`config.mk`:
```
export PLATFORM = sky130hd
export DESIGN_NAME = interleaved_block_xor_decrypt
export DESIGN_NICKNAME = d
export VERILOG_FILES = /design/src/sv/ibxd_pkg.sv /design/src/sv/ibxd_front.sv /design/src/sv/ibxd_mod.sv /design/src/sv/ibxd_back.sv /design/src/sv/interleaved_block_xor_decrypt.sv
export SDC_FILE = /design/constraint.sdc
export NUM_CORES = 1
export LEC_CHECK = 0
export ABC_AREA = 1
export BUFFER_PORTS_ARGS = -buffer_cell sky130_fd_sc_hd__buf_2
export CORE_MARGIN = 5
export CORE_UTILIZATION = 45
export DETAILED_ROUTE_END_ITERATION = 10
export PLACE_DENSITY = 0.66
export SYNTH_ARGS = -nofsm -noshare
export SYNTH_HDL_FRONTEND = slang
export SYNTH_SLANG_ARGS = --single-unit
export TNS_END_PERCENT = 1
```
`constraint.sdc`:
```
create_clock -name clk -period 4.4 [get_ports clk]
set_input_delay 0.22 -clock clk [delete_from_list [all_inputs] [get_ports clk]]
set_output_delay 0.22 -clock clk [all_outputs]
set_load 0.01 [all_outputs]
```
`src/sv/ibxd_pkg.sv`:
```
// ----------------------------------------------------------------------------
// ibxd_pkg
// Shared types and constants for the interleaved block XOR decryptor.
// ----------------------------------------------------------------------------
`default_nettype none

package ibxd_pkg;

    // default widths of the length counters and of the block size
    localparam int LENGTH_BITS_DEF = 31;
    localparam int BLOCK_BITS_DEF  = 16;

    // block_size after reset, truncated to the block width
    localparam int BS_RESET = 64;

    // depth of the queue between front and back (power of two)
    localparam int Q_DEPTH = 4;

    typedef enum logic [2:0] {
        CFG_KEY_START     = 3'd0,
        CFG_KEY_STEP      = 3'd1,
        CFG_BLOCK_SIZE    = 3'd2,
        CFG_OUTPUT_LIMIT  = 3'd3,
        CFG_STREAM_LENGTH = 3'd4
    } cfg_idx_t;

    // one queued item: raw byte plus its stream start mark
    typedef struct packed {
        logic [7:0] data;
        logic       start;
    } item_t;

    typedef enum logic [1:0] {
        BK_RUN  = 2'd0,   // ordinary bytes
        BK_MOD  = 2'd1,   // waiting for length mod block size
        BK_STEP = 2'd2    // stream start set up, first byte still to go
    } back_state_t;

endpackage

`default_nettype wire

```
`src/sv/ibxd_front.sv`:
```
// ----------------------------------------------------------------------------
// ibxd_front
// Input side: takes items and holds them in a short first-word-fall-through
// queue for the back end.
// ----------------------------------------------------------------------------
`default_nettype none

module ibxd_front (
    input  wire logic           clk,
    input  wire logic           rst_n,
    input  wire logic           in_valid,
    output logic                in_stall,
    input  wire logic [7:0]     data_in,
    input  wire logic           stream_start,
    output ibxd_pkg::item_t     head,
    output logic                head_valid,
    input  wire logic           pop
);

    localparam int PTR_W = $clog2(ibxd_pkg::Q_DEPTH);
    localparam int CNT_W = $clog2(ibxd_pkg::Q_DEPTH + 1);

    ibxd_pkg::item_t   q_reg [ibxd_pkg::Q_DEPTH];
    logic [PTR_W-1:0]  wr_ptr_reg;
    logic [PTR_W-1:0]  rd_ptr_reg;
    logic [CNT_W-1:0]  cnt_reg;
    logic [CNT_W-1:0]  cnt_next;
    logic              push;

    assign in_stall   = (cnt_reg == CNT_W'(ibxd_pkg::Q_DEPTH));
    assign push       = in_valid && !in_stall;
    assign head_valid = (cnt_reg != '0);
    assign head       = q_reg[rd_ptr_reg];

    always_comb
    begin
        unique case ({push, pop})
            2'b10:   cnt_next = cnt_reg + 1'b1;
            2'b01:   cnt_next = cnt_reg - 1'b1;
            default: cnt_next = cnt_reg;
        endcase
    end

    always_ff @(posedge clk or negedge rst_n)
    begin
        if (!rst_n)
        begin
            wr_ptr_reg <= '0;
            rd_ptr_reg <= '0;
            cnt_reg    <= '0;
        end
        else
        begin
            if (push)
            begin
                wr_ptr_reg <= wr_ptr_reg + 1'b1;
            end
            if (pop)
            begin
                rd_ptr_reg <= rd_ptr_reg + 1'b1;
            end
            cnt_reg <= cnt_next;
        end
    end

    always_ff @(posedge clk)
    begin
        if (push)
        begin
            q_reg[wr_ptr_reg] <= '{data: data_in, start: stream_start};
        end
    end

`ifndef SYNTHESIS
    a_cnt_bound: assert property (@(posedge clk) disable iff (!rst_n)
        cnt_reg <= CNT_W'(ibxd_pkg::Q_DEPTH))
        else $error("queue fill beyond depth");

    a_pop_nonempty: assert property (@(posedge clk) disable iff (!rst_n)
        pop |-> (cnt_reg != '0))
        else $error("pop from empty queue");
`endif

endmodule

`default_nettype wire

```
`src/sv/ibxd_mod.sv`:
```
// ----------------------------------------------------------------------------
// ibxd_mod
// Restoring remainder unit: dividend mod divisor, one dividend bit a cycle.
// ----------------------------------------------------------------------------
`default_nettype none

module ibxd_mod #(
    parameter int LENGTH_BITS = ibxd_pkg::LENGTH_BITS_DEF,
    parameter int BLOCK_BITS  = ibxd_pkg::BLOCK_BITS_DEF
) (
    input  wire logic                   clk,
    input  wire logic                   rst_n,
    input  wire logic                   start,
    input  wire logic [LENGTH_BITS-1:0] dividend,
    input  wire logic [BLOCK_BITS-1:0]  divisor,
    output logic                        done,
    output logic [BLOCK_BITS-1:0]       rem
);

    localparam int CNT_W = $clog2(LENGTH_BITS + 1);

    logic [CNT_W-1:0]       cnt_reg;
    logic                   done_reg;
    logic [LENGTH_BITS-1:0] dvd_reg;
    logic [BLOCK_BITS-1:0]  rem_reg;
    logic [BLOCK_BITS:0]    trial;
    logic [BLOCK_BITS:0]    diff;
    logic                   busy;

    assign busy  = (cnt_reg != '0);
    assign trial = {rem_reg, dvd_reg[LENGTH_BITS-1]};
    assign diff  = trial - {1'b0, divisor};
    assign done  = done_reg;
    assign rem   = rem_reg;

    always_ff @(posedge clk or negedge rst_n)
    begin
        if (!rst_n)
        begin
            cnt_reg  <= '0;
            done_reg <= 1'b0;
        end
        else
        begin
            done_reg <= busy && (cnt_reg == CNT_W'(1));
            if (start)
            begin
                cnt_reg <= CNT_W'(LENGTH_BITS);
            end
            else if (busy)
            begin
                cnt_reg <= cnt_reg - 1'b1;
            end
        end
    end

    always_ff @(posedge clk)
    begin
        if (start)
        begin
            dvd_reg <= dividend;
            rem_reg <= '0;
        end
        else if (busy)
        begin
            dvd_reg <= {dvd_reg[LENGTH_BITS-2:0], 1'b0};
            if (trial >= {1'b0, divisor})
            begin
                rem_reg <= diff[BLOCK_BITS-1:0];
            end
            else
            begin
                rem_reg <= trial[BLOCK_BITS-1:0];
            end
        end
    end

endmodule

`default_nettype wire

```
`src/sv/ibxd_back.sv`:
```
// ----------------------------------------------------------------------------
// ibxd_back
// Back end: stream set-up, block bookkeeping, XOR and output placement,
// with the result register.
// ----------------------------------------------------------------------------
`default_nettype none

module ibxd_back #(
    parameter int LENGTH_BITS = ibxd_pkg::LENGTH_BITS_DEF,
    parameter int BLOCK_BITS  = ibxd_pkg::BLOCK_BITS_DEF
) (
    input  wire logic                   clk,
    input  wire logic                   rst_n,
    // queue head
    input  wire ibxd_pkg::item_t        head,
    input  wire logic                   head_valid,
    output logic                        pop,
    // registers
    input  wire logic [7:0]             key_start,
    input  wire logic [7:0]             key_step,
    input  wire logic [BLOCK_BITS-1:0]  block_size,
    input  wire logic [LENGTH_BITS-1:0] output_limit,
    input  wire logic [LENGTH_BITS-1:0] stream_length,
    // remainder unit
    output logic                        mod_start,
    input  wire logic                   mod_done,
    input  wire logic [BLOCK_BITS-1:0]  mod_rem,
    // results
    output logic                        out_valid,
    input  wire logic                   out_stall,
    output logic [7:0]                  data_out,
    output logic [LENGTH_BITS-1:0]      out_offset,
    output logic                        was_decrypted
);

    localparam int L = LENGTH_BITS;
    localparam int B = BLOCK_BITS;

    ibxd_pkg::back_state_t state_reg;
    ibxd_pkg::back_state_t state_next;

    logic [7:0]   key_reg;
    logic [L-1:0] byte_pos_reg;
    logic [L-1:0] cr_reg;          // cipher bytes not yet given to a block
    logic [L-1:0] base_reg;
    logic [B-1:0] blen_reg;
    logic [B-1:0] blk_left_reg;
    logic [B-1:0] pos_reg;         // offset of the next byte inside its block
    logic         pass_reg;
    logic         out_valid_reg;
    logic [7:0]   data_out_reg;
    logic [L-1:0] out_offset_reg;
    logic         was_dec_reg;

    logic         slot_free;
    logic         step_ok;
    logic         blk_start;
    logic         emit;
    logic         decrypt;
    logic         begin_strm;

    // stream set-up
    logic [B:0]   shift;
    logic [L:0]   shift_l;
    logic [L:0]   len_l;
    logic [L:0]   len_sub;
    logic [L-1:0] cr_begin;

    // block start
    logic [L-1:0] bs_l;
    logic         block_ok;
    logic [B-1:0] n_blk;
    logic [L-1:0] cr_after;

    // per byte
    logic [B-1:0] pos_next;
    logic [L-1:0] dec_offset;

    assign slot_free = !out_valid_reg || !out_stall;

    // ---- next state ----
    always_comb
    begin
        state_next = state_reg;
        unique case (state_reg)
            ibxd_pkg::BK_RUN:
            begin
                if (head_valid && head.start)
                begin
                    state_next = ibxd_pkg::BK_MOD;
                end
            end
            ibxd_pkg::BK_MOD:
            begin
                if (mod_done)
                begin
                    state_next = ibxd_pkg::BK_STEP;
                end
            end
            ibxd_pkg::BK_STEP:
            begin
                if (emit)
                begin
                    state_next = ibxd_pkg::BK_RUN;
                end
            end
            default: state_next = ibxd_pkg::BK_RUN;
        endcase
    end

    // ---- control outputs ----
    always_comb
    begin
        mod_start  = 1'b0;
        step_ok    = 1'b0;
        begin_strm = 1'b0;
        unique case (state_reg)
            ibxd_pkg::BK_RUN:
            begin
                mod_start = head_valid && head.start;
                step_ok   = head_valid && !head.start;
            end
            ibxd_pkg::BK_MOD:
            begin
                begin_strm = mod_done;
            end
            ibxd_pkg::BK_STEP:
            begin
                step_ok = head_valid;
            end
            default: step_ok = 1'b0;
        endcase
        blk_start = step_ok && !pass_reg && (blk_left_reg == '0);
        emit      = step_ok && !blk_start && slot_free;
        decrypt   = emit && !pass_reg;
        pop       = emit;
    end

    // ---- datapath ----
    always_comb
    begin
        shift    = ((mod_rem < (block_size >> 2)) ? {1'b0, mod_rem} : '0)
                   + (B+1)'(stream_length[0]);
        shift_l  = (L+1)'(shift);
        len_l    = {1'b0, stream_length};
        len_sub  = len_l - shift_l;
        if (block_size == '0 || shift_l > len_l)
        begin
            cr_begin = '0;
        end
        else
        begin
            cr_begin = len_sub[L-1:0];
        end

        bs_l     = L'(block_size);
        block_ok = (cr_reg != '0) && (block_size != '0) && (byte_pos_reg < output_limit);
        n_blk    = (cr_reg < bs_l) ? cr_reg[B-1:0] : block_size;
        cr_after = (cr_reg < bs_l) ? '0 : (cr_reg - bs_l);

        // first half walks down from n-1, second half from n-2
        pos_next   = (pos_reg < B'(2)) ? (blen_reg - B'(2)) : (pos_reg - B'(2));
        dec_offset = base_reg + L'(pos_reg);
    end

    always_ff @(posedge clk or negedge rst_n)
    begin
        if (!rst_n)
        begin
            state_reg     <= ibxd_pkg::BK_RUN;
            key_reg       <= '0;
            byte_pos_reg  <= '0;
            cr_reg        <= '0;
            base_reg      <= '0;
            blen_reg      <= '0;
            blk_left_reg  <= '0;
            pos_reg       <= '0;
            pass_reg      <= 1'b1;
            out_valid_reg <= 1'b0;
        end
        else
        begin
            state_reg <= state_next;
            if (begin_strm)
            begin
                key_reg      <= key_start;
                byte_pos_reg <= '0;
                base_reg     <= '0;
                blk_left_reg <= '0;
                pass_reg     <= 1'b0;
                cr_reg       <= cr_begin;
            end
            else if (blk_start)
            begin
                if (block_ok)
                begin
                    blen_reg     <= n_blk;
                    blk_left_reg <= n_blk;
                    pos_reg      <= n_blk - 1'b1;
                    base_reg     <= byte_pos_reg;
                    cr_reg       <= cr_after;
                end
                else
                begin
                    pass_reg <= 1'b1;
                end
            end
            else if (emit)
            begin
                byte_pos_reg <= byte_pos_reg + 1'b1;
                if (decrypt)
                begin
                    key_reg      <= key_reg + key_step;
                    blk_left_reg <= blk_left_reg - 1'b1;
                    pos_reg      <= pos_next;
                end
            end
            if (slot_free)
            begin
                out_valid_reg <= emit;
            end
        end
    end

    always_ff @(posedge clk)
    begin
        if (slot_free && emit)
        begin
            data_out_reg   <= head.data ^ (decrypt ? key_reg : 8'h00);
            out_offset_reg <= decrypt ? dec_offset : byte_pos_reg;
            was_dec_reg    <= decrypt;
        end
    end

    assign out_valid     = out_valid_reg;
    assign data_out      = data_out_reg;
    assign out_offset    = out_offset_reg;
    assign was_decrypted = was_dec_reg;

`ifndef SYNTHESIS
    a_pop_slot: assert property (@(posedge clk) disable iff (!rst_n)
        pop |-> (!out_valid_reg || !out_stall))
        else $error("item taken with result register blocked");

    a_block_not_pass: assert property (@(posedge clk) disable iff (!rst_n)
        (blk_left_reg != '0) |-> !pass_reg)
        else $error("open block while in pass-through");

    a_pos_in_block: assert property (@(posedge clk) disable iff (!rst_n)
        (blk_left_reg != '0) |-> (pos_reg < blen_reg))
        else $error("block position out of range");

    a_mod_wait: assert property (@(posedge clk) disable iff (!rst_n)
        (state_reg == ibxd_pkg::BK_MOD && !mod_done) |=> (state_reg == ibxd_pkg::BK_MOD))
        else $error("left remainder wait early");
`endif

endmodule

`default_nettype wire

```
`src/sv/interleaved_block_xor_decrypt.sv`:
```
// ----------------------------------------------------------------------------
// interleaved_block_xor_decrypt
// Top level: register file, input queue, remainder unit and back end.
// ----------------------------------------------------------------------------
// Decrypts one byte stream at a time. Each item in gives exactly one item out:
// the byte, XORed with a running key or passed unchanged, together with its
// offset in the output stream. An item with stream_start set reloads the key
// from key_start and works out the cipher region from stream_length and
// block_size; that needs stream_length mod block_size, which a bit-serial
// remainder unit produces before the first byte goes out. After that, bytes
// go out at one per cycle while the queue holds items and the output is not
// stalled, with a gap at the start of every cipher block and one when the
// stream drops into pass-through. A four-deep input queue lets the source
// keep sending during those gaps, and the output register takes a new byte
// as the previous result is taken. Registers are written through the cfg
// port (always ready) and must only be written while no item is in flight.
// ----------------------------------------------------------------------------
`default_nettype none

module interleaved_block_xor_decrypt #(
    parameter int LENGTH_BITS = ibxd_pkg::LENGTH_BITS_DEF,
    parameter int BLOCK_BITS  = ibxd_pkg::BLOCK_BITS_DEF
) (
    input  wire logic                   clk,
    input  wire logic                   rst_n,
    // configuration writes
    input  wire logic                   cfg_valid,
    output logic                        cfg_ready,
    input  wire logic [2:0]             cfg_index,
    input  wire logic [LENGTH_BITS-1:0] cfg_data,
    // input items
    input  wire logic                   in_valid,
    output logic                        in_stall,
    input  wire logic [7:0]             data_in,
    input  wire logic                   stream_start,
    // result items
    output logic                        out_valid,
    input  wire logic                   out_stall,
    output logic [7:0]                  data_out,
    output logic [LENGTH_BITS-1:0]      out_offset,
    output logic                        was_decrypted
);

    logic [7:0]             key_start_reg;
    logic [7:0]             key_step_reg;
    logic [BLOCK_BITS-1:0]  block_size_reg;
    logic [LENGTH_BITS-1:0] output_limit_reg;
    logic [LENGTH_BITS-1:0] stream_length_reg;

    ibxd_pkg::item_t        head;
    logic                   head_valid;
    logic                   pop;
    logic                   mod_start;
    logic                   mod_done;
    logic [BLOCK_BITS-1:0]  mod_rem;

    // register file; writes to unknown indexes fall through
    assign cfg_ready = 1'b1;

    always_ff @(posedge clk or negedge rst_n)
    begin
        if (!rst_n)
        begin
            key_start_reg     <= '0;
            key_step_reg      <= '0;
            block_size_reg    <= BLOCK_BITS'(ibxd_pkg::BS_RESET);
            output_limit_reg  <= '0;
            stream_length_reg <= '0;
        end
        else if (cfg_valid && cfg_ready)
        begin
            unique case (cfg_index)
                ibxd_pkg::CFG_KEY_START:     key_start_reg     <= cfg_data[7:0];
                ibxd_pkg::CFG_KEY_STEP:      key_step_reg      <= cfg_data[7:0];
                ibxd_pkg::CFG_BLOCK_SIZE:    block_size_reg    <= cfg_data[BLOCK_BITS-1:0];
                ibxd_pkg::CFG_OUTPUT_LIMIT:  output_limit_reg  <= cfg_data;
                ibxd_pkg::CFG_STREAM_LENGTH: stream_length_reg <= cfg_data;
                default:                     ;
            endcase
        end
    end

    // front: takes items into the queue
    ibxd_front u_front (
        .clk          (clk),
        .rst_n        (rst_n),
        .in_valid     (in_valid),
        .in_stall     (in_stall),
        .data_in      (data_in),
        .stream_start (stream_start),
        .head         (head),
        .head_valid   (head_valid),
        .pop          (pop)
    );

    // stream_length mod block_size for the stream start
    ibxd_mod #(
        .LENGTH_BITS (LENGTH_BITS),
        .BLOCK_BITS  (BLOCK_BITS)
    ) u_mod (
        .clk      (clk),
        .rst_n    (rst_n),
        .start    (mod_start),
        .dividend (stream_length_reg),
        .divisor  (block_size_reg),
        .done     (mod_done),
        .rem      (mod_rem)
    );

    // back: block bookkeeping, XOR and placement
    ibxd_back #(
        .LENGTH_BITS (LENGTH_BITS),
        .BLOCK_BITS  (BLOCK_BITS)
    ) u_back (
        .clk           (clk),
        .rst_n         (rst_n),
        .head          (head),
        .head_valid    (head_valid),
        .pop           (pop),
        .key_start     (key_start_reg),
        .key_step      (key_step_reg),
        .block_size    (block_size_reg),
        .output_limit  (output_limit_reg),
        .stream_length (stream_length_reg),
        .mod_start     (mod_start),
        .mod_done      (mod_done),
        .mod_rem       (mod_rem),
        .out_valid     (out_valid),
        .out_stall     (out_stall),
        .data_out      (data_out),
        .out_offset    (out_offset),
        .was_decrypted (was_decrypted)
    );

endmodule

`default_nettype wire
```
### Yosys cells after proc, flatten, opt, wreduce, memory -nomap -nowiden

Memories as Yosys holds them, arrays and structs flattened.
Cells that the tools add are included.
Widths: inputs -> output; s select.

* memories: 1
* bits in writable memories: 36
* ROM bits: 0
* latch bits: 0
* output and inout port bits: 43
* register bits: 347

* equality and inequality tests: 17
* div/mod/pow operators: 0
* reduce and logical (&&, ||, !) cells: 51
* shifts and indexed selects: 0
* mux-type cells: 47
* $mul: 0
* add/subtract/negate cells: 16
* magnitude comparators: 6
* bitwise gates (word level): 2

Memory list
* u_front.q_reg: words 4, bits a word 9, read ports 1, clocked after Yosys merged registers in 0, wr ports 1, RTL line ibxd_front.sv:23 `ibxd_pkg::item_t q_reg [ibxd_pkg::Q_DEPTH];`

Operators with widths (count)
* $mux 31: 14
* $mux 16: 13
* $mux 8: 5
* $logic_not 16->1: 2
* $sub 16x1->16 const B: 2
* $sub 16x2->16 const B: 2
* $add 31x1->31 const B: 1
* $add 31x16->31: 1
* $gt 17x31->1: 1
* $lt 31x16->1: 1
* $lt 31x31->1: 1
* $reduce_bool 31->1: 1
* $sub 31x16->31: 1
* $sub 31x17->31: 1
* $add 17x1->17: 1
* $ge 17x16->1: 1
* $lt 16x14->1: 1
* $lt 16x2->1 const B: 1
* $reduce_and 2->1: 8
* $reduce_bool 16->1: 1
* $reduce_bool 2->1: 8
* $sub 16x16->16: 1
* $logic_and 1x1->1: 12
* $reduce_and 3->1: 4
* 29 further kinds: 55

### Longest topological paths before layout

An unclocked memory read counts as a cell.

* depth after elaboration: 14
* depth in mapped cells: 33
* mapped depth without buffers: 31

### Cells and area by module

From an unflattened synthesis, not the netlist that was laid out.

* cell total of the unflattened synthesis: 3293
* area total of the unflattened synthesis: 24841.3 um^2

Modules (own cells, without submodules)
* ibxd_back: instances 1, seq. area each 5031.1 um^2, cells each 2235, area an instance 15602.5 um^2
* interleaved_block_xor_decrypt: instances 1, seq. area each 2353.5 um^2, cells each 418, area an instance 3703.6 um^2
* ibxd_mod: instances 1, seq. area each 1401.3 um^2, cells each 484, area an instance 3607.2 um^2
* ibxd_front: instances 1, seq. area each 1256.2 um^2, cells each 156, area an instance 1928.1 um^2

### Worst setup path after synthesis

Ideal clock, no wire load.

* path kind: register to register
* from: register block_size_reg[6]
* to: register u_back.cr_reg[4]
* library setup time: 0.126 ns
* data arrival time: 4.623 ns
* buffers on the path: 2
* period minus slack after synthesis: 4.749 ns
* data required time: 4.274 ns
* path slack: -0.349 ns
* stages on the path, launching flop included: 29
* path through: dfstp_2 inv_1 ha_1 nand4_1 a21oi_1 o2111ai_1 nand2_1 clkbuf_1 nor2_1 ha_1 ha_1 nand4_1 nor2_1 nand3_1 nor3_1 nand2_1 ha_1 a21oi_1 o21ai_0 a21oi_1 nand3_1 nand3b_1 nor3_1 a21oi_1 buf_2 nand2_1 o21ai_0 nand2_1 o21ai_0

* cells in the longest elaborated chain, start to end: 7
* elaborated cells between the ends (all ways): 18
* classes of those cells: add/sub (2); order compare (3); mux (6); reduce/logical (7)

Ends and longest elaborated chain
* start, declared: RTL line interleaved_block_xor_decrypt.sv:46 `logic [BLOCK_BITS-1:0] block_size_reg;`
* start signal, assigned: RTL line interleaved_block_xor_decrypt.sv:66 `block_size_reg <= BLOCK_BITS'(ibxd_pkg::BS_RESET);`
* start signal, assigned: RTL line interleaved_block_xor_decrypt.sv:75 `ibxd_pkg::CFG_BLOCK_SIZE: block_size_reg <= cfg_data[BLOCK_BITS-1:0];`
* $lt 16x14->1: RTL line ibxd_back.sv:142 `shift = ((mod_rem < (block_size >> 2)) ? {1'b0, mod_rem} : '0)`
* $mux 16: RTL line ibxd_back.sv:142
* $add 17x1->17: RTL line ibxd_back.sv:143 `+ (B+1)'(stream_length[0]);`
* $gt 17x31->1: RTL line ibxd_back.sv:147 `if (block_size == '0 || shift_l > len_l)`
* $logic_or 1x1->1: RTL line ibxd_back.sv:147
* $mux 31: RTL line ibxd_back.sv:147
* $mux 31: RTL line ibxd_back.sv:184 `if (begin_strm)`
* end signal, assigned: RTL line ibxd_back.sv:191 `cr_reg <= cr_begin;`
* end signal, assigned: RTL line ibxd_back.sv:201 `cr_reg <= cr_after;`
* end, declared: RTL line ibxd_back.sv:44 `logic [L-1:0] cr_reg;`

Several ways; a longest one is shown, not always the timed one. The select of a mux whose other input is x is not followed.
A chain may end at the register's enable or synchronous reset.

### Final worst setup path

* from: register block_size_reg[7]
* to: register u_back.cr_reg[3]

Same word-level chain as after synthesis.

==> impl_metrics.py <==
metrics = {
    "timing": {
        "hold_violations": 0,
        "setup_viol": 31,
        "worstMarginPinSlew_ns": 1.24,
        "fin_crit_sh_pct": 104,
        "slew-limit-headroom_pct": 16.8,
        "slew_viol_final": 0,
        "max_freq_ghz": 0.219,
        "finalWorstSetupSlack_ns": -0.174,
        "fin_worst_skew_ns": 0.0230,
        "rsz0062_at_grt": "true",
        "fin_crit_ns": 4.57,
    },
    "placed_design": {
        "postPlaceCellArea_mm2": 0.0253,
        "portBuffers": 89,
        "routabilityCongestion": 0.960,
        "dp_hpwl_mm": 52.6,
    },
    "critical_path": {
        "rr_endpoint": "u_back.cr_reg[3]",
        "r2r_cells": 28,
        "max_stage_delay_ns": 0.35,
        "crit_type": "flop to flop",
        "worstPathRequired_ns": 4.92,
        "cpMostUsedCell": "o21ai_1",
        "slowest_stage": "dfrtp_1",
        "ff2ff_setup_slack_ns": -0.17,
        "crit_path_end_kind": "flop",
        "startpoint_type": "flop",
        "arrival_ns": 5.09,
        "r2r_start": "block_size_reg[7]",
        "crit_start": "block_size_reg[7]",
        "crit_fanout": 5,
    },
    "synth": {
        "synthTopCellsByArea": "dfrtp_1 27%, edfxtp_1 14%, nand2_1 13%",
        "seq_area_frac_synth_pct": 42.7,
        "syn_avg_cell_area_um2": 7.85,
        "synth_top_cell_area_share_pct": 27.5,
        "ys_ff_latch": 383,
        "syn_inst": 2997,
        "synth_edf_count": 107,
        "async_flop_share_pct": 67.9,
        "ys_types": 56,
        "synthFlopType": "dfrtp_1",
        "yosys.area.top_type": "dfrtp_1",
        "yosys_warnings": 0,
        "netlist_area_mm2": 0.0235,
    },
    "route": {
        "ant_nets": 0,
        "wl_per_cell_um": 18.5,
        "viasPerCell": 5.51,
        "wl_mm": 71.9,
        "drt_iter0_drc": 2072,
        "num_vias": 21500,
        "drc_errors": 0,
        "dr.pass1.iters": 6,
    },
    "job": {
        "max_cap_viol_count": 0,
    },
    "final_layout": {
        "largest_reg_flops": 36,
        "fillers": 4846,
        "syn_to_final_growth_pct": 17.1,
        "fin_area_mm2": 0.0275,
        "nNetsFinal": 3366,
        "diodes": 0,
        "drive_above_1_share_pct": 12.6,
    },
    "hold_path": {
        "min_to": "output_limit_reg[15]",
        "hold_depth": 3,
        "min_path_type": "primary input to flop",
        "hold_start": "cfg_data[15]",
    },
    "grt": {
        "grt_pass1_wl_mm": 113,
        "first_global_vias": 20600,
        "grt-ovfl-total": 0,
        "grt_antenna_before_repair": 2,
        "track_usage_pct": 24.4,
        "grt_max_degree": 122,
    },
    "clocking": {
        "h-tree-depth": 2,
        "clock_path_buffers": 3,
        "tritoncts": "done",
        "clkTransAtPathRegs_ns": 0.07,
        "clockRootBuffer": "clkbuf_16",
        "cts.sinks": 383,
        "cts_made_buffers": 43,
        "clk_latency_ns": 0.61,
    },
    "power_and_ir_drop": {
        "leakage_uw": 0.0126,
        "p_int_uw": 10100,
        "swShare_pct": 41.7,
        "clock_power_share_pct": 22.5,
        "p_comb_share_pct": 45.5,
        "p_per_area_mw_per_mm2": 631,
        "vdd_drop_max_mv": 0.394,
        "p_switching_uw": 7250,
        "seqPwrFrac_pct": 32.0,
        "p_total_uw": 17400,
    },
    "floorplan": {
        "pin_count": 91,
        "start_util_pct": 45.7,
        "die-area_mm2": 0.0569,
        "fp.dieW_um": 239,
        "num_rows": 83,
        "coreArea_mm2": 0.0515,
        "die_h_um": 239,
    },
    "outcome": {
        "violations": "negative setup slack",
        "status": "finished with violations",
    },
}
[layout make-up]
cell class                 count  area (um2)  area share, %
clock buffer                  49        1100           3.99
clock inverter                30         420           1.53
inverter                     342        1280           4.67
multi-input combinational   2186       12200           44.3
sequential                   383       10000           36.5
tap                          680         851           3.09
timing repair buffer         226        1650           5.98
[repair_timing]
action | CTS | global route
pin swaps | 3 | 28
setup endpoints to repair | 31 | 31
endpoints found under the hold margin | 155 | 0
gates resized for setup | 6 | 90
buffers inserted | 0 | 4
hold buffers | 26 | 0
cloned | 0 | 3
[stage by stage]
step	cells	utilization, %	setup TNS (ns)	hold slack [ns]	setup WS [ns]
2_1_floorplan	2999	-	-0.0188	-0.0756	-0.00585
3_3_place_gp	3784	49.2	-0.0492	0.308	-0.0189
3_5_place_dp	3784	49.2	-4.32	0.320	-0.175
4_1_cts	3889	52.7	-1.48	0.00802	-0.0972
5_1_grt	3896	53.4	-11.94	0.0915	-0.455
6_report	3896	53.4	-3.88	0.0572	-0.174
[cells by family after synthesis]
kind of cell | after synthesis | synth area share [%]
simple gates | 1306 | 23.6
compound gates | 600 | 13.9
buf+inv | 430 | 7.17
flops | 383 | 42.7
xor+xnor | 141 | 5.25
fa+ha+maj | 136 | 7.43
other cells | 1 | 0.0159
[synthesized netlist by cell type (49+ instances only)]
master    count
a21oi_1     128
xnor2_1      49
nand2_1     788
dfrtp_1     258
edfxtp_1    107
nor3_1       57
nor2_1      216
o21ai_0     340
nand3_1     125
ha_1        130
inv_1       328
clkbuf_1     56
xor2_1       92
[cells in the final DEF, fill, tap and decap left out, types with 32 or more instances in the layout]
| cell | count |
|---|---|
| a21oi_1 | 117 |
| edfxtp_1 | 107 |
| nor3_1 | 55 |
| o22ai_1 | 32 |
| nand4_1 | 41 |
| buf_4 | 102 |
| xor2_1 | 92 |
| dfrtp_1 | 258 |
| ha_1 | 119 |
| o21ai_1 | 35 |
| nand2_1 | 770 |
| inv_1 | 322 |
| buf_2 | 88 |
| nand3_1 | 114 |
| xnor2_1 | 48 |
| o21ai_0 | 313 |
| clkbuf_16 | 45 |
| nor2_1 | 206 |
[worst max path at each step]
stage                        end  slack (ns)  cells after the start
2_1_floorplan   u_back.cr_reg[4]      -0.006                     29
3_3_place_gp   u_back.cr_reg[28]       -0.02                     28
3_5_place_dp    u_back.cr_reg[5]       -0.18                     28
4_1_cts         u_back.cr_reg[5]        -0.1                     30
5_1_grt        u_back.cr_reg[18]       -0.45                     28
6_report        u_back.cr_reg[3]       -0.17                     28
[worst max-delay path, delay by kind of cell, from the launching register on]
kind / cells / cell delay [ns]
AND/OR/NAND/NOR: 14 / 1.69
buffers and inverters: 3 / 0.43
AO/OA/AOI/OAI: 6 / 0.95
adder cells (fa/ha/maj): 4 / 0.92
XOR/XNOR: 1 / 0.15
flip-flops: 1 / 0.35
[power by group through the flow]
stage / clock [uW] / sequential (uW) / combinational, uW
after floorplan: 0 / 5370 / 5290
after global placement: 0 / 5540 / 7310
after detailed placement: 0 / 5570 / 7470
after CTS: 3960 / 5520 / 7570
after global routing: 4100 / 5660 / 8830
final: 3900 / 5550 / 7900
[layer usage]
metal,vias to the layer above,track usage [%],part of all wire [%]
met5,-,0,0.018
met4,2,7.60,3.2
met3,130,3.61,6.9
met2,719,38.7,45
met1,10300,34.9,45
li1,10300,-,-
(Power assumes the default switching activity.)
